**src/rtl/plid_pkg.sv**
```systemverilog
// Shared types and codes for the positional list with insert and delete.
// Used by plid_cell and positional_list_insert_delete; no dependencies.
package plid_pkg;

  localparam int CAPACITY_DEF   = 128;
  localparam int DATA_WIDTH_DEF = 32;
  localparam int POS_W          = 8;
  localparam int GROUP_SIZE     = 16;

  localparam logic [1:0] OP_INSERT = 2'd0;
  localparam logic [1:0] OP_DELETE = 2'd1;
  localparam logic [1:0] OP_READ   = 2'd2;

  localparam logic [1:0] ST_OK    = 2'd0;
  localparam logic [1:0] ST_RANGE = 2'd1;
  localparam logic [1:0] ST_FULL  = 2'd2;

  typedef struct packed {
    logic             shift_up;
    logic             shift_down;
    logic             grab;
    logic [POS_W-1:0] idx;
  } cell_ctl_t;

endpackage

```
**src/rtl/plid_cell.sv**
```systemverilog
// One entry of the list chain: holds a word and trades it with its neighbors.
// Depends on plid_pkg for the broadcast control struct.
module plid_cell #(
  parameter int INDEX      = 0,
  parameter int DATA_WIDTH = plid_pkg::DATA_WIDTH_DEF
) (
  input  logic                  clk,
  input  plid_pkg::cell_ctl_t   ctl,
  input  logic [DATA_WIDTH-1:0] ins_data,
  input  logic [DATA_WIDTH-1:0] left,
  input  logic [DATA_WIDTH-1:0] right,
  output logic [DATA_WIDTH-1:0] data,
  output logic [DATA_WIDTH-1:0] tap
);

  logic hit;
  logic above;

  assign hit   = (32'(ctl.idx) == INDEX);
  assign above = (32'(ctl.idx) < INDEX);

  always_ff @(posedge clk) begin
    if (ctl.shift_up && hit) begin
      data <= ins_data;
    end else if (ctl.shift_up && above) begin
      data <= left;
    end else if (ctl.shift_down && (hit || above)) begin
      data <= right;
    end
    tap <= (ctl.grab && hit) ? data : '0;
  end

endmodule

```
**config.mk**
```make
export PLATFORM = sky130hd
export DESIGN_NAME = plid_cell
export DESIGN_NICKNAME = d
export VERILOG_FILES = /design/src/rtl/plid_pkg.sv /design/src/rtl/plid_cell.sv
export SDC_FILE = /design/constraint.sdc
export NUM_CORES = 1
export LEC_CHECK = 0
export CAP_MARGIN = 10
export CORE_AREA = 5 5 77 79
export CTS_BUF_LIST = sky130_fd_sc_hd__clkbuf_4
export DETAILED_ROUTE_END_ITERATION = 8
export DIE_AREA = 0 0 82 84
export DONT_BUFFER_PORTS = 1
export SLEW_MARGIN = 20
export SYNTH_ARGS = -nofsm -noshare
export SYNTH_HDL_FRONTEND = slang
export SYNTH_SLANG_ARGS = --single-unit
```
**constraint.sdc**
```tcl
create_clock -name clk -period 2.34 [get_ports clk]
set_clock_uncertainty 0.05 [all_clocks]
set_input_delay 0.234 -clock clk [delete_from_list [all_inputs] [get_ports clk]]
set_output_delay 0.234 -clock clk [all_outputs]
set_load 0.1 [all_outputs]
```
==> results of run 1 <==
-- worst max-delay path: cells and delay by family --
family | cells | cell delay (ps)
mux | 1 | 340
simple gates | 2 | 480
buf+inv | 2 | 830
-- cell families after synthesis --
logic type | after synthesis | synth area share, %
muxes | 32 | 19.9
DFF | 64 | 67.5
buffers and inverters | 6 | 1.90
and+or+nand+nor | 36 | 10.2
AOI/OAI and AO/OA | 1 | 0.422
-- routing by layer --
layer  track usage [%]  vias to the layer above  wire length [um]
met3              7.99                       14               589
li1                  -                      760                 -
met1              14.3                      764              1860
met2              29.5                       85              3050
met5                 0                        -                 0
met4              7.70                        0               123
-- power breakdown --
part	switching [mW]	internal [mW]	total [mW]
registers	0.000623	1.18	1.18
clock network	0.372	0.591	0.963
logic	0.0424	0.111	0.154
total	0.416	1.88	2.29
-- state kept, by name, indices dropped and copies added (netlist names) --
register,cells
tap,32
data,32
-- what timing repair did --
action / 4_1_cts / 5_1_grt
gates resized for setup: 0 / 0
endpoints found under the hold margin: 32 / 0
setup buffers: 0 / 0
hold buffers: 64 / 0
endpoints found under the setup margin: 0 / 0
-- placed cells by master, fill, tap and decap left out --
| cell type | count |
|---|---|
| and2_1 | 32 |
| and3_2 | 1 |
| buf_4 | 67 |
| bufinv_16 | 3 |
| clkbuf_4 | 13 |
| dfxtp_1 | 32 |
| dlygate4sd3_1 | 64 |
| edfxtp_1 | 32 |
| mux2_2 | 2 |
| mux2_4 | 30 |
| nand3_2 | 1 |
| nor4_2 | 2 |
| o211a_1 | 1 |
-- layout make-up --
type                            count  area [sq um]
Fill cell                         376          1520
Clock buffer                       13          97.6
Sequential cell                    64          1600
Timing Repair Buffer              131          1140
Tap cell                           72          90.1
Multi-Input combinational cell     69           726
Clock inverter                      3          90.1
-- how the worst max path moves through the flow --
| stage | start | to | cells after the start |
|---|---|---|---|
| CTS | ctl[1] | data[16]$_DFFE_PP_ | 5 |
| detailed placement | ctl[1] | data[16]$_DFFE_PP_ | 4 |
| global route | ctl[1] | data[23]$_DFFE_PP_ | 5 |
| global placement | ctl[1] | data[12]$_DFFE_PP_ | 4 |
| floorplan | ctl[5] | data[0]$_DFFE_PP_ | 2 |
| finish | ctl[1] | data[12]$_DFFE_PP_ | 5 |
-- through the flow --
step | setup slack [ps] | hold WS, ps | area, sq um | power [mW] | utilization, %
finish | 543 | 350 | 3750 | 2.29 | 71.1
global route | 521 | 347 | 3750 | 2.37 | 71.1
CTS | 557 | 345 | 3750 | 2.31 | 71.1
detailed placement | 664 | 404 | 2920 | 1.27 | 55.4
global placement | 706 | 402 | 2920 | 1.27 | 55.4
floorplan | 532 | 401 | 2370 | 1.26 | -
==> flow_summary_export.csv, run 1 <==
group,metric,value,unit
cells_and_area,areaGrowthSynthToFinish,58.0,%
synth,yosysUniqueCellTypes,11,
route,firstDrtPassIters,4,
sta,period_needed,1800,ps
clocking,cts_tree,"done",
sta,final_hold_viol_count,0,
clocking,cts_buffers,9,
power,power_density,612,nW/um^2
sta,rsz0062_at_grt,"no",
die,die_h,84,um
route,drtIter0Drc,57,
clocking,clkTransAtPathRegs,110,ps
cells_and_area,nets,383,
sta,setup_viol,0,
cells_and_area,final_cell_count_no_fill,352,
route,wire_per_inst,16.0,um
power,leakagePower,1.67,nW
critical_path,rrSetupSlack,1380,ps
min_path,min-delay-start,"ctl[8]",
die,die-area,6890,sq um
route,postRouteAntennaNets,0,
sta,max_freq,0.556,GHz
global_route,grt_overflow,0,
sta,report.final.slew_viol_count,0,
clocking,insertion_delay,400,ps
synth,synth_edf_count,32,
critical_path,setup.worst_path.class,"primary input to flop",
synth,synth_commonest_cells,"and2_1, dfxtp_1, edfxtp_1, mux2_4",
sta,relSlewSlack,71.3,%
synth,synthCells,139,
cells_and_area,num_antenna_cells,0,
synth,synth_nets,247,
clocking,cts_sinks,64,
critical_path,path_cells,"nor4_2, nand3_2, buf_4, mux2_4, dlygate4sd3_1",
synth,synth_top_flop_cell,"edfxtp_1",
critical_path,start_kind,"primary input",
critical_path,worst_path_max_delay_cell,"dlygate4sd3_1",
route,vias_per_cell,4.61,
synth,yosys_warnings,0,
route,dr_total_vias,1623,
place,place_inst,272,
die,die_width,82,um
critical_path,arrival,1900,ps
clocking,cts_max_level,3,
synth,syn_area,2370,sq um
sta,fin_crit_sh,76.8,%
critical_path,worstPathRequired,2440,ps
synth,avgSynthCellArea,17.1,sq um
place,hpwl,3670,um
critical_path,cp-end-kind,"flop",
synth,synth_top_area_share,40.5,%
min_path,hold_class,"primary input to flop",
sta,fin_setup_tns,0,ps
min_path,min_to,"tap[14]$_SDFF_PN0_",
critical_path,crit_fanout,22,
die,io_pins,172,
min_path,holdPathStages,2,
global_route,grt_pass1_vias,1678,
flow_run,max-cap-violations,0,
die,start_util,45.0,%
cells_and_area,drive_gt1_share,42.5,%
clocking,cts_root_buffer,"clkbuf_4",
global_route,grt_max_degree,33,
critical_path,reg2reg_depth,2,
route,wirelength,5620,um
synth,synthTopCellsByArea,"edfxtp_1, dfxtp_1, mux2_4",
critical_path,r2r-end,"tap[27]$_SDFF_PN0_",
global_route,grt_pass1_wl,8160,um
die,core_region_area,5270,sq um
global_route,grt_use_total,16.2,%
synth,synth-seq-cells,64,
place,place.gp.congestion,0.713,
place,io_buffers,0,
global_route,antenna_found_initial,0,
synth,synth-seq-area-share,67.5,%
die,std_cell_rows,27,
clocking,clockBufferDepth,2,
synth,yosysTopAreaCell,"edfxtp_1",
outcome,status,"completed",
power,vdd_drop_max,0.493,mV
synth,ys_async_sr_fraction,0,%
critical_path,slowest_delay,560,ps
sta,worst_slew_pin_slew,431,ps
critical_path,reg2reg_from,"data[27]$_DFFE_PP_",
route,drc,0,
No activity file was read; power rests on OpenSTA's default activity.
==> run 2: changes to the inputs <==
==> constraint.sdc (replaced) <==
create_clock -name clk -period 1.8 [get_ports clk]
set_clock_uncertainty 0.05 [all_clocks]
set_input_delay 0.18 -clock clk [delete_from_list [all_inputs] [get_ports clk]]
set_output_delay 0.18 -clock clk [all_outputs]
set_load 0.1 [all_outputs]
==> run 2 against run 1 <==
Net effect: via count about the same; sequential share of layout area is 0.30 points higher; largest cell class unchanged; combinational power up 31%; largest power group unchanged; cell count unchanged; highest routed layer unchanged; core utilization down 0.50 points; die area unchanged; global-route usage increased by 1.1 points; power increased by 15%.
==> flow_summary_export.csv, run 2 (same netlist as run 1, synthesis figures left out) <==
group,metric,value,unit
critical_path,crit_fanout,22,
clocking,insertion_delay,380,ps
place,dp_slack,165,ps
place,hpwl,3730,um
global_route,grt_pass1_wl,8690,um
power,intPower,2.12,mW
power,power,2.65,mW
cells_and_area,multi_input_area,743,sq um
sta,layout_setup_ws,82.8,ps
route,drtIter0Drc,62,
global_route,grt_pass1_vias,1738,
power,leakagePower,1.64,nW
cells_and_area,regArea,1600,sq um
global_route,antenna_found_initial,0,
cells_and_area,num_antenna_cells,0,
die,start_util,45.0,%
cells_and_area,nFillCells,396,
sta,fin_setup_tns,0,ps
sta,final_hold_viol_count,0,
sta,setup_viol,0,
critical_path,cp-end-kind,"flop",
place,io_buffers,0,
critical_path,crit_start,"ctl[5]",
outcome,status,"completed",
power,power_density,711,nW/um^2
cells_and_area,final_design_area_no_fill,3720,sq um
clocking,clockBufferDepth,2,
cells_and_area,final_util,70.6,%
route,drc,0,
sta,rsz0062_at_grt,"no",
critical_path,arrival,1820,ps
route,wire_per_inst,16.2,um
route,wirelength,5710,um
power,pwr-share-comb,7.6,%
critical_path,crit_family,"buffers and inverters",
power,p_seq_share,57.8,%
die,std_cell_rows,27,
critical_path,critical_path_buf_inv_count,2,
global_route,grt_use_total,17.3,%
place,place.gp.congestion,0.712,
route,firstDrtPassIters,4,
cells_and_area,drive_gt1_share,41.4,%
route,vias_per_cell,4.61,
critical_path,slowest_delay,570,ps
global_route,grt_overflow,0,
sta,worst_slew_pin_slew,447,ps
die,core_region_area,5270,sq um
clocking,cts_tree,"done",
sta,relSlewSlack,70.2,%
critical_path,crit_cells,5,
clocking,cts_root_buffer,"clkbuf_4",
critical_path,reg2reg_from,"data[27]$_DFFE_PP_",
cells_and_area,final_cell_count_no_fill,352,
critical_path,setup.worst_path.class,"primary input to flop",
critical_path,path_cells,"nor4_4, nand3_2, buf_4, mux2_4, dlygate4sd3_1",
sta,fin_crit_sh,95.4,%
power,swShare,20.0,%
critical_path,rrSetupSlack,840,ps
route,dr_total_vias,1624,
die,io_pins,172,
cells_and_area,reg.largest.list,"data x32, tap x32",
critical_path,start_kind,"primary input",
die,die_h,84,um
cells_and_area,mostFrequentLayoutCells,"buf_4, dlygate4sd3_1, and2_1, edfxtp_1, dfxtp_1",
clocking,clkTransAtPathRegs,100,ps
critical_path,worst_path_max_delay_cell,"dlygate4sd3_1",
sta,period_needed,1720,ps
die,die-area,6890,sq um
route,postRouteAntennaNets,0,
cells_and_area,nets,383,
clocking,cts_buffers,9,
die,die_width,82,um
power,pwr-share-clk,34.5,%
power,vdd_drop_max,0.573,mV
sta,report.final.slew_viol_count,0,
clocking,cts_max_level,3,
place,dpl_cell_area,2930,sq um
clocking,cts_sinks,64,
place,place_inst,272,
flow_run,max-cap-violations,0,
power,switchingPower,0.529,mW
cells_and_area,final_common_cell,"buf_4",
critical_path,crit_end,"data[11]$_DFFE_PP_",
critical_path,worstPathRequired,1900,ps
sta,holdWs,260,ps
sta,max_freq,0.582,GHz
global_route,grt_max_degree,33,
critical_path,reg2reg_depth,2,
cells_and_area,areaGrowthSynthToFinish,56.9,%
critical_path,r2r-end,"tap[27]$_SDFF_PN0_",
min_path,hold_class,"primary input to flop",
## run 2: layout make-up
class / count / area share [%]
Clock buffer: 11 / 2.22
Clock inverter: 5 / 1.31
Multi-Input combinational cell: 69 / 20.0
Sequential cell: 64 / 43.0
Tap cell: 72 / 2.42
Timing Repair Buffer: 131 / 31.1
## run 2: power groups by stage
| stage | sequential (mW) | clock, mW | combinational [mW] |
|---|---|---|---|
| floorplan | 1.58 | 0 | 0.0571 |
| global placement | 1.56 | 0 | 0.0871 |
| detailed placement | 1.56 | 0 | 0.0891 |
| CTS | 1.53 | 0.939 | 0.197 |
| global route | 1.53 | 1.02 | 0.214 |
| finish | 1.53 | 0.914 | 0.202 |
## run 2: how the worst min path moves through the flow
stage	slack, ps	from	cells past startpoint	end
floorplan	350	right[10]	1	data[10]$_DFFE_PP_
global placement	350	right[29]	1	data[29]$_DFFE_PP_
detailed placement	350	right[2]	1	data[2]$_DFFE_PP_
CTS	250	ctl[6]	3	data[0]$_DFFE_PP_
global route	230	ctl[6]	3	data[31]$_DFFE_PP_
finish	260	ctl[6]	3	data[0]$_DFFE_PP_
## run 2: metal layers
layer | track usage [%] | up-vias | part of all wire, %
li1 | - | 761 | -
met1 | 15.6 | 768 | 32
met2 | 31.2 | 80 | 55
met3 | 7.99 | 15 | 9.5
met4 | 9.06 | 0 | 3.2
met5 | 0 | - | 0
## run 2: tightest hold or removal path: cells and delay by family
kind	cells	cell delay, ps
buffers and inverters	1	180
AO/OA/AOI/OAI	1	130
AND/OR/NAND/NOR	1	20
## run 2: timing repair
action	CTS	global route
resized for setup	0	2
hold buffers	64	0
endpoints found under the hold margin	32	0
setup buffers	0	0
setup endpoints to repair	0	20
==> run 3: changes to the inputs <==
--- a/config.mk
+++ b/config.mk
@@ -5,6 +5,7 @@
 export SDC_FILE = /design/constraint.sdc
 export NUM_CORES = 1
 export LEC_CHECK = 0
+export ABC_AREA = 1
 export CAP_MARGIN = 10
 export CORE_AREA = 5 5 77 79
 export CTS_BUF_LIST = sky130_fd_sc_hd__clkbuf_4
==> constraint.sdc (replaced) <==
create_clock -name clk -period 2.2 [get_ports clk]
set_clock_uncertainty 0.05 [all_clocks]
set_input_delay 0.22 -clock clk [delete_from_list [all_inputs] [get_ports clk]]
set_output_delay 0.22 -clock clk [all_outputs]
set_load 0.1 [all_outputs]
==> run 3 against run 2 <==
Net effect: synthesized cell count up 78%; cell count up 28%; routed wire length increased by 19%; global-route usage is 3.0 points higher; first-iteration DRC count is 39% higher; core utilization fell by 1.1 points; area after synthesis fell by 0.53%; critical path type unchanged.
==> flow_summary_export.csv, run 3 <==
group,metric,value,unit
die,die_h,84,um
global_route,antenna_found_initial,0,
min_path,hold_class,"primary input to flop",
synth,synth_nets,355,
critical_path,rrSetupSlack,1250,ps
flow_run,max-cap-violations,0,
clocking,cts_tree,"done",
synth,yosys.area_share.adder,0,%
synth,synth_top_family_by_area,"simple AND/OR/NAND/NOR gates",
critical_path,setup.worst_path.class,"primary input to flop",
synth,synth-seq-cells,64,
synth,synthTopCellsByArea,"edfxtp_1, dfxtp_1, nand2_1",
clocking,ctsHoldBuffers,63,
clocking,insertion_delay,380,ps
global_route,grt_use_total,20.4,%
clocking,post_cts_buffers,0,
synth,yosys.area_share.simple,24.0,%
clocking,clockBufferDepth,2,
critical_path,start_kind,"primary input",
die,start_util,44.8,%
cells_and_area,final_util,69.5,%
place,io_buffers,0,
synth,synth_commonest_cells,"nand2_1, nor2_1",
clocking,clkTransAtPathRegs,100,ps
critical_path,crit_fanout,32,
clocking,cts_max_level,3,
global_route,top_usage_layer,"met2",
global_route,gr-usage-met2,36.4,%
cells_and_area,mostFrequentLayoutCells,"nand2_1, buf_4, dlygate4sd3_1",
power,leakagePower,1.75,nW
die,core_region_area,5270,sq um
synth,avgSynthCellArea,9.55,sq um
global_route,grt_pass1_wl,10300,um
sta,setup_viol,0,
synth,synth_top_flop_cell,"edfxtp_1",
cells_and_area,num_antenna_cells,0,
synth,muxShareOfSynthArea,0,%
global_route,use_met1,20.0,%
synth,synth_top_area_share,40.7,%
cells_and_area,areaGrowthSynthToFinish,55.2,%
cells_and_area,reg.largest.list,"data x32, tap x32",
synth,ys_async_sr_fraction,0,%
cells_and_area,nets,483,
route,wirelength,6810,um
sta,max_freq,0.558,GHz
critical_path,cp-end-kind,"flop",
cells_and_area,multi_input_area,574,sq um
synth,yosysTopAreaCell,"edfxtp_1",
power,power,2.15,mW
power,power_density,588,nW/um^2
route,wire_per_inst,15.1,um
synth,synth-seq-area-share,67.9,%
cells_and_area,nFillCells,423,
synth,yosys_warnings,0,
route,postRouteAntennaNets,0,
critical_path,reg2reg_from,"data[11]$_DFFE_PP_",
clocking,cts_root_buffer,"clkbuf_4",
critical_path,r2r-end,"tap[11]$_SDFF_PN0_",
route,dr_total_vias,2116,
synth,synthCells,247,
sta,fin_crit_sh,81.5,%
sta,relSlewSlack,56.2,%
clocking,cts_buffers,9,
synth,syn_area,2360,sq um
sta,period_needed,1790,ps
die,std_cell_rows,27,
global_route,grt_pass1_vias,2147,
die,io_pins,172,
critical_path,arrival,1890,ps
sta,final_hold_viol_count,0,
sta,rsz0062_at_grt,"no",
cells_and_area,regArea,1600,sq um
critical_path,reg2reg_depth,3,
synth,synth_edf_count,32,
place,hpwl,4020,um
synth,synth_compound_area_share,0.318,%
critical_path,worstPathRequired,2290,ps
route,vias_per_cell,4.68,
critical_path,crit_start,"ctl[1]",
place,dpl_cell_area,2900,sq um
synth,yosysMostFrequentCell,"nand2_1",
die,die-area,6890,sq um
sta,fin_setup_tns,0,ps
synth,synth-xor-area-share,0,%
outcome,status,"completed",
cells_and_area,drive_gt1_share,22.1,%
critical_path,crit_end,"data[9]$_DFFE_PP_",
route,drc,0,
clocking,cts_resized,0,
global_route,grt_max_degree,35,
clocking,cts_sinks,64,
place,place.gp.congestion,0.758,
synth,yosysUniqueCellTypes,12,
power,vdd_drop_max,0.549,mV
cells_and_area,final_design_area_no_fill,3660,sq um
route,drtIter0Drc,86,
global_route,grt_overflow,0,
die,die_width,82,um
sta,report.final.slew_viol_count,0,
global_route,grt_use_met3,7.24,%
sta,worst_slew_pin_slew,655,ps
route,firstDrtPassIters,5,
run 3: cell count changes after synthesis, moves of 2 or more:
cell | previous run | this run
nand2_1 | 0 | 66
nor2_1 | 0 | 36
and2_1 | 32 | 0
inv_1 | 0 | 32
nand3_1 | 0 | 32
mux2_4 | 30 | 0
buf_2 | 0 | 9
buf_6 | 3 | 0
mux2_2 | 2 | 0
nand2_2 | 0 | 2
nor4_2 | 2 | 0
run 3: how the worst min path moves through the flow:
stage	start	end	slack, ps	cells past startpoint
final	ins_data[30]	data[30]$_DFFE_PP_	60	2
after global routing	ins_data[30]	data[30]$_DFFE_PP_	30	2
after CTS	ins_data[30]	data[30]$_DFFE_PP_	5	2
after detailed placement	right[11]	data[11]$_DFFE_PP_	350	2
after global placement	right[11]	data[11]$_DFFE_PP_	350	2
after floorplan	ctl[8]	tap[0]$_SDFF_PN0_	330	2
run 3: area by class of cell:
cell class	instances	area share, %
timing repair buffer	130	31.3
clock buffer	11	2.25
tap	72	2.46
sequential	64	43.7
inverter	32	3.28
multi-input combinational	138	15.7
clock inverter	5	1.30
run 3: power breakdown:
| group | switching, mW | internal [mW] |
|---|---|---|
| sequential | 0.000617 | 1.25 |
| combinational | 0.0560 | 0.0908 |
| clock | 0.391 | 0.362 |
| total | 0.448 | 1.70 |
run 3: cell families (layout without fill, tap and decap cells):
group                  Yosys count  in the layout
AO/OA/AOI/OAI                    1              1
AND/OR/NAND/NOR                137            137
buffers and inverters           45            178
flip-flops                      64             64
run 3: routing by layer:
metal / part of all wire (%) / vias up
met3: 9.8 / 11
met4: 2.1 / 0
met1: 35 / 975
li1: - / 1027
met5: 0 / -
met2: 53 / 103
run 3: worst max-delay path: stages:
cell,delay [ps]
nor2_1,120
nand2_1,110
nor2_4,170
nand2_2,400
nand2_1,190
nand2_1,100
dlygate4sd3_1,570
run 3: per-stage QoR:
| step | instances | hold WS (ps) | setup WS, ps |
|---|---|---|---|
| global placement | 373 | 351 | 583 |
| detailed placement | 373 | 355 | 515 |
| floorplan | 247 | 328 | 181 |
| global route | 452 | 31.8 | 298 |
| finish | 452 | 63.7 | 406 |
| CTS | 452 | 4.87 | 532 |
